**src/toeq_pkg.sv**
```systemverilog
// Time-ordered event queue: shared types, codes and constants.
// No dependencies; every other file of the block imports this package.
`timescale 1ns / 1ps

package toeq_pkg;

  localparam int unsigned DEPTH_DEFAULT = 64;
  localparam int unsigned TIME_W        = 32;
  localparam int unsigned KIND_W        = 3;
  localparam int unsigned TAG_W         = 16;
  localparam int unsigned MODE_W        = 2;
  localparam int unsigned STATUS_W      = 2;
  localparam int unsigned OCC_W         = 7;

  // kind code searched for by a query (signal opening)
  localparam logic [KIND_W-1:0] KIND_OPENING = KIND_W'(1);

  typedef enum logic [MODE_W-1:0] {
    MODE_INSERT = 2'd0,
    MODE_POP    = 2'd1,
    MODE_QUERY  = 2'd2,
    MODE_NOP    = 2'd3
  } mode_e;

  typedef enum logic [STATUS_W-1:0] {
    STAT_OK        = 2'd0,
    STAT_FULL      = 2'd1,
    STAT_EMPTY     = 2'd2,
    STAT_NOT_FOUND = 2'd3
  } status_e;

  // what every cell of the chain does in a cycle
  typedef enum logic [1:0] {
    CELL_HOLD   = 2'd0,
    CELL_INSERT = 2'd1,
    CELL_POP    = 2'd2,
    CELL_ROTATE = 2'd3
  } cell_op_e;

  typedef struct packed {
    logic [TIME_W-1:0] evt_time;
    logic [KIND_W-1:0] kind;
    logic [TAG_W-1:0]  tag;
  } entry_t;

  // broadcast from the controller to all cells
  typedef struct packed {
    cell_op_e op;
    entry_t   new_entry;
    entry_t   head_entry;
  } cell_ctl_t;

endpackage

```
**src/toeq_cell.sv**
```systemverilog
// One slot of the sorted event chain: holds an entry, compares on insert,
// shifts with its neighbors on insert, pop and rotate. Depends on toeq_pkg.
`timescale 1ns / 1ps

module toeq_cell #(
  parameter int unsigned QUEUE_DEPTH = toeq_pkg::DEPTH_DEFAULT,
  parameter int unsigned INDEX       = 0
) (
  input  logic                               clk,
  input  toeq_pkg::cell_ctl_t                ctl,
  input  logic [$clog2(QUEUE_DEPTH+1)-1:0]   count,
  input  logic                               left_take,
  input  toeq_pkg::entry_t                   left_entry,
  input  toeq_pkg::entry_t                   right_entry,
  output logic                               take,
  output toeq_pkg::entry_t                   entry_q
);
  import toeq_pkg::*;

  localparam int unsigned CW = $clog2(QUEUE_DEPTH+1);

  entry_t entry_r;
  entry_t entry_nxt;
  logic   occupied;
  logic   is_last;

  // slot position against the fill count
  assign occupied = CW'(INDEX) < count;
  assign is_last  = CW'(INDEX) == (count - CW'(1));

  // new event lands at the first slot that is free or holds a time not smaller than it
  assign take = !occupied || (ctl.new_entry.evt_time <= entry_r.evt_time);

  always_comb begin
    entry_nxt = entry_r;
    unique case (ctl.op)
      CELL_HOLD:   entry_nxt = entry_r;
      CELL_INSERT: begin
        if (left_take) begin
          entry_nxt = left_entry;
        end else if (take) begin
          entry_nxt = ctl.new_entry;
        end
      end
      CELL_POP:    entry_nxt = right_entry;
      // last used slot wraps the head around
      CELL_ROTATE: entry_nxt = is_last ? ctl.head_entry : right_entry;
      default:     entry_nxt = entry_r;
    endcase
  end

  // payload only, no reset
  always_ff @(posedge clk) begin
    entry_r <= entry_nxt;
  end

  assign entry_q = entry_r;

endmodule

```
**config.mk**
```make
export PLATFORM = sky130hd
export DESIGN_NAME = toeq_cell
export DESIGN_NICKNAME = d
export VERILOG_FILES = /design/src/toeq_pkg.sv /design/src/toeq_cell.sv
export SDC_FILE = /design/constraint.sdc
export NUM_CORES = 1
export LEC_CHECK = 0
export BUFFER_PORTS_ARGS = -buffer_cell sky130_fd_sc_hd__buf_2
export CORE_AREA = 2 2 103 105
export DETAILED_ROUTE_END_ITERATION = 6
export DIE_AREA = 0 0 105 107
export PLACE_DENSITY_LB_ADDON = 0.3
export SLEW_MARGIN = 20
export SYNTH_ARGS = -nofsm -noshare
export SYNTH_HDL_FRONTEND = slang
export SYNTH_SLANG_ARGS = --single-unit
export TNS_END_PERCENT = 50
```
**constraint.sdc**
```tcl
create_clock -name clk -period 8.9 [get_ports clk]
set_clock_uncertainty 0.2 [all_clocks]
set_input_delay 0 -clock clk [delete_from_list [all_inputs] [get_ports clk]]
set_output_delay 0 -clock clk [all_outputs]
set_load 0.02 [all_outputs]
```
### After elaboration in Yosys (flattened, before gate mapping)

Index checks and enable logic that the tools add are counted.

| cells by class | value |
|---|---|
| order comparisons | 2 |
| add/subtract/negate cells | 1 |
| bitwise gates (word level) | 1 |
| reduce and logical (&&, ||, !) cells | 5 |
| eq/ne operators | 4 |
| multiplexer cells | 4 |

Operator list:

| cell | number |
|---|---|
| 51-bit 2-to-1 mux | 3 |
| 51-bit case mux with 3 select lines | 1 |
| 32-bit <= comparator | 1 |
| 7-bit zero test | 1 |
| 1-bit by 7-bit less-than comparator with 1-bit output (first input constant) | 1 |
| 7-bit by 1-bit subtractor with 7-bit output (second input constant) | 1 |
| 2-bit == test (second input constant) | 2 |
| 3-bit != test (second input constant) | 1 |
| 2-bit by 1-bit == test with 1-bit output (second input constant) | 1 |
| 2-bit zero test | 1 |
| 2-bit AND reduction | 1 |
| 1-bit zero test | 1 |
| 1-bit logical OR | 1 |
| 1-bit NOT | 1 |

| word-level totals | value |
|---|---|
| bits in registers | 51 |
| word-level logic and storage cells | 20 |

### Logic depth before layout (Yosys ltp)

| depth | value |
|---|---|
| depth in word-level cells | 6 |
| gate-level depth with buffers | 7 |
| depth with buffers taken out | 7 |

### Least setup slack after synthesis

OpenSTA, ideal clock, no wires.

| timing path | value |
|---|---|
| path type | register -> register |
| start | reg entry_r, in the netlist entry_q[32] |
| end | reg entry_r, in the netlist entry_q[0] (enable) |
| arrival | 5,627 ps |
| cell stages (with the launch flop) | 8 |
| data required time | 8,148 ps |
| period minus slack after synthesis | 6,379 ps |
| path slack | 2,521 ps |
| buffers on the path | 0 |
| path through | edfxtp_1 -> inv_1 -> ha_1 -> nand4_2 -> or4_4 -> o211ai_2 -> a31oi_1 -> a311oi_1 |

| on the way | value |
|---|---|
| word-level cells in the longest chain between the ends | 4 |

RTL lines:

| element | RTL line | RTL |
|---|---|---|
| start, declared | toeq_cell.sv:22 | `entry_t entry_r;` |
| start signal, assigned | toeq_cell.sv:54 | `entry_r <= entry_nxt;` |
| 32-bit <= comparator | toeq_cell.sv:32 | `assign take = !occupied \|\| (ctl.new_entry.evt_time <= entry_r.evt_time);` |
| 1-bit logical OR | toeq_cell.sv:32 |  |
| 3-bit != test (no line) | - |  |
| 2-bit AND reduction (no line) | - |  |

No other way between the ends.
A chain may end at the register's enable or synchronous reset.

### Worst setup path after layout

| timing path | value |
|---|---|
| start | reg entry_r, in the netlist entry_q[45] |
| end | reg entry_r, in the netlist entry_q[21] (enable) |

The elaborated chain is that of the path after synthesis.

==> results by stage <==
Critical path:
- At the worst endpoint, the required time is 8670 ps.
- The cell with the largest stage delay on the worst path is sky130_fd_sc_hd__edfxtp_1.
- STA classifies the critical path endpoint as a register.
- The cell family with the largest share of critical-path delay is compound AO/OA/AOI/OAI gates.
- The class of the most critical setup path is reg -> reg.
- In this run the number of cells on the critical path is 8.
- STA puts the critical path data arrival time at approximately 2700 ps.
- On the worst path, the slowest cell contributes a delay of 410 ps.
- The sort of element at the start of the critical path is a register.
- The peak fanout along the critical path is 28.
- The worst register-to-register path has a depth of 8.
- Walking the worst path, the cells encountered are inv_1 -> ha_1 -> and4_1 -> and3_1 -> a221oi_1 -> a31oi_1 -> a311oi_4 -> buf_4.
- The critical path contains buffers and inverters numbering 2 combined.

Timing:
- The maximum frequency from static timing analysis is 339 MHz.
- Measured against its own limit, the worst slew margin works out to 40.7%.
- The count of final max-slew check failures is 0.
- Setup repair after global routing left no endpoint under its margin.
- The setup slack of the critical path after layout is 5950 ps.
- The worst hold slack after final layout is -20.8 ps.
- The final-report hold violation count came to 1.
- Setup total negative slack on the finished layout was measured at 0 ps.
- The final critical-path share of the clock period is 33.1%.
- Setup violations remaining at the end of the flow were counted as 0.
- The smallest clock period supported by the final layout is computed as 2950 ps.
- The transition at the pin with the smallest max-transition slack is 889 ps.

Cells and area:
- Relative to the synthesized area, the layout overhead comes to 66.3%.
- Leaving out fill and tap cells, the most frequent cells in the layout are sky130_fd_sc_hd__buf_2, sky130_fd_sc_hd__dlygate4sd3_1, sky130_fd_sc_hd__a21oi_1.
- The final antenna diode count is 0.
- The layout has 854 filler cells.
- Summing all multi-input logic gate instances after layout gives 2260 um^2.
- The fraction of final layout cells with drive strength greater than 1 is 36.5%.
- The end-of-flow core utilization is between 60% and 70%.
- The leading cell type in the layout, fill and taps excluded is sky130_fd_sc_hd__buf_2.
- The combined flip-flop and latch cell area is 1530 um^2.
- The final net count is 1025.
- The cell area after layout is 6740 um^2.
- The flip-flop count of the largest register, all copies and words added is 51.

Logic synthesis:
- The synthesized netlist contains 34 unique library cells.
- The synthesized netlist net count is 656.
- Summed over all instances, the cell type with the most area after synthesis is sky130_fd_sc_hd__edfxtp_1.
- The flop and latch count out of synthesis is 51.
- Synthesis produced a little over 400 cells.
- The synthesized area per cell is 9.91 um^2.
- After synthesis, the largest area contributor takes up 37.8% of total cell area.
- After synthesis the cells add up to 4050 um^2.
- After synthesis, the cell types taking the most area are sky130_fd_sc_hd__edfxtp_1, sky130_fd_sc_hd__mux2i_1, sky130_fd_sc_hd__ha_1.
- The sequential-to-total area share from yosys stat is 37.8%.
- The count of yosys warnings during synthesis is 0.

Detailed routing:
- In the final routed layout, each cell accounts on average for 15.9 um.
- For this block, the routed nets add up to 14600 um of wire.
- Dividing the detail-routed via count by the number of cells gives 5.10.
- The via count is between 4000 and 5000.
- Before antenna repair, the detailed router went through 6 iterations.
- In this run the remaining antenna-violating nets after routing total 0.
- The DRC violation total after the first TritonRoute iteration is 242.
- For this run, design rule violations remaining after detail routing come to 0.

Clocking:
- The H-tree depth is 2.
- The clock input transition at the sequential cells of the worst setup and hold paths is around 100 ps.
- For this design, the sink count on the clock tree is 51.
- The clock latency on the worst-skew pair is 300 ps.
- The total clock buffers created by CTS is 5.
- The root buffer selected by CTS is sky130_fd_sc_hd__clkbuf_8.
- In this run, post-CTS repair resized a total of 0 instances.
- The TritonCTS clock tree is done.
- The clock tree buffer depth is 2.

Placed design:
- The routability-driven placement congestion ratio is 0.795.
- The total half-perimeter wirelength after legalization and detailed placement is 10100 um.
- Once placement finished, the instance area stood at 5460 um^2.
- Buffers placed on the I/O ports in this run total 266.
- The worst slack at placement is 5990 ps.

Die:
- Pin placement for this block handled between 200 and 300 I/O pins.
- From bottom edge to top edge, the die measures 107 um.
- The row count is 37.
- The standard cell core area is 10100 um^2.
- Measured along the x axis, the die boundary spans about 110 um.
- For this configuration, the core starts out at a cell density of about 40%.
- The die covers 11200 um^2.

Run:
- Across the run, the number of max-cap violations was 0.

Global route:
- The global-route wire length before repair is 22400 um.
- The overall fraction of global-route tracks in use is 25.1%.
- The via count of the first global-routing pass was about 4800.
- The pin count of the biggest net entering global routing is 87.
- The number of antenna violations at the first check in global routing is 0.
- The total global routing overflow is 0.

Run status:
- The flow ran to the end, but the final reports show violations.
- The final reports fail on hold timing.

Power:
- The areal power density over the cells is approximately 110 nW/um^2.
- The peak supply drop is 0.0611 mV.
- In this run the static leakage power is around 3.4 nW.

Min path:
- The kind of path behind the tightest hold check is in -> reg.
- The worst hold path cell count is 3.
## layout make-up
cell class / instances / area share [%]
clock buffers: 6 / 1.08
multi-input cells: 297 / 33.6
flip-flops and latches: 51 / 22.7
well taps: 136 / 2.53
inverters: 32 / 1.78
clock inverters: 2 / 0.111
repair buffers: 391 / 38.2
## per-layer routing
| layer | up-vias | GRT usage, % | part of all wire (%) |
|---|---|---|---|
| met5 | - | 0 | 0 |
| met1 | 2153 | 27.0 | 39 |
| met4 | 0 | 7.62 | 1.8 |
| met3 | 18 | 4.38 | 6.8 |
| li1 | 2275 | - | - |
| met2 | 219 | 49.7 | 53 |
## synth_stat cells
cell and number:
sky130_fd_sc_hd__and4_1 2, sky130_fd_sc_hd__nor2b_1 51, sky130_fd_sc_hd__o21a_1 1, sky130_fd_sc_hd__mux2i_1 51
sky130_fd_sc_hd__nor2_1 5, sky130_fd_sc_hd__a2111o_1 1, sky130_fd_sc_hd__and4_4 1, sky130_fd_sc_hd__a31oi_1 2
sky130_fd_sc_hd__nand3_1 4, sky130_fd_sc_hd__a211oi_1 51, sky130_fd_sc_hd__a21oi_1 64, sky130_fd_sc_hd__buf_2 6
sky130_fd_sc_hd__nand2_1 8, sky130_fd_sc_hd__a221oi_1 2, sky130_fd_sc_hd__nand4_1 6, sky130_fd_sc_hd__edfxtp_1 51
sky130_fd_sc_hd__nand4_2 1, sky130_fd_sc_hd__o21ai_0 5, sky130_fd_sc_hd__o211ai_1 1, sky130_fd_sc_hd__inv_1 32
sky130_fd_sc_hd__nand3b_1 1, sky130_fd_sc_hd__buf_1 1, sky130_fd_sc_hd__nand2b_2 1, sky130_fd_sc_hd__bufbuf_16 1
sky130_fd_sc_hd__o211ai_2 1, sky130_fd_sc_hd__clkbuf_1 20, sky130_fd_sc_hd__a311oi_1 1, sky130_fd_sc_hd__nor4_2 1
sky130_fd_sc_hd__ha_1 32, sky130_fd_sc_hd__buf_8 1, sky130_fd_sc_hd__or4_4 1, sky130_fd_sc_hd__o21ai_1 1
sky130_fd_sc_hd__and4_2 1, sky130_fd_sc_hd__and3_1 1
## logic make-up after synthesis
logic type | Yosys count | share of synthesized area (%)
muxes | 51 | 12.6
DFF | 51 | 37.8
and+or+nand+nor | 84 | 12.9
buffers and inverters | 61 | 6.82
AOI/OAI and AO/OA | 130 | 20.0
adders and majority gates | 32 | 9.88
## worst register-to-register path, stage by stage (launching register included)
cell and delay [ps]:
sky130_fd_sc_hd__edfxtp_1 410, sky130_fd_sc_hd__inv_1 70, sky130_fd_sc_hd__ha_1 230, sky130_fd_sc_hd__and4_1 260
sky130_fd_sc_hd__and3_1 200, sky130_fd_sc_hd__a221oi_1 340, sky130_fd_sc_hd__a31oi_1 180, sky130_fd_sc_hd__a311oi_4 300
sky130_fd_sc_hd__buf_4 400
## power breakdown
| part | switching [mW] | internal, mW |
|---|---|---|
| clock | 0.0769 | 0.0540 |
| combinational | 0.146 | 0.144 |
| sequential | 0.0102 | 0.298 |
| total | 0.233 | 0.496 |
## metrics by stage
step	instances	power, mW
final	915	0.729
after global routing	915	0.772
after CTS	915	0.733
after detailed placement	787	0.547
after global placement	787	0.540
after floorplan	409	0.446
## path summary, 6_finish.rpt
path	startpoint	end	slack, ps
worst max register to register	entry_q[45]	entry_q[21]	5950
worst min register to register	entry_q[50]	entry_q[40]	1240
worst max-delay path	entry_q[45]	entry_q[21]	5950
worst min-delay path	ctl[50]	entry_q[50]	-20
## what timing repair did
item,in CTS,in global routing
endpoints found under the hold margin,50,0
setup buffers,0,0
hold buffers,120,0
endpoints found under the setup margin,0,0
Power figures use the tool's default switching activity.
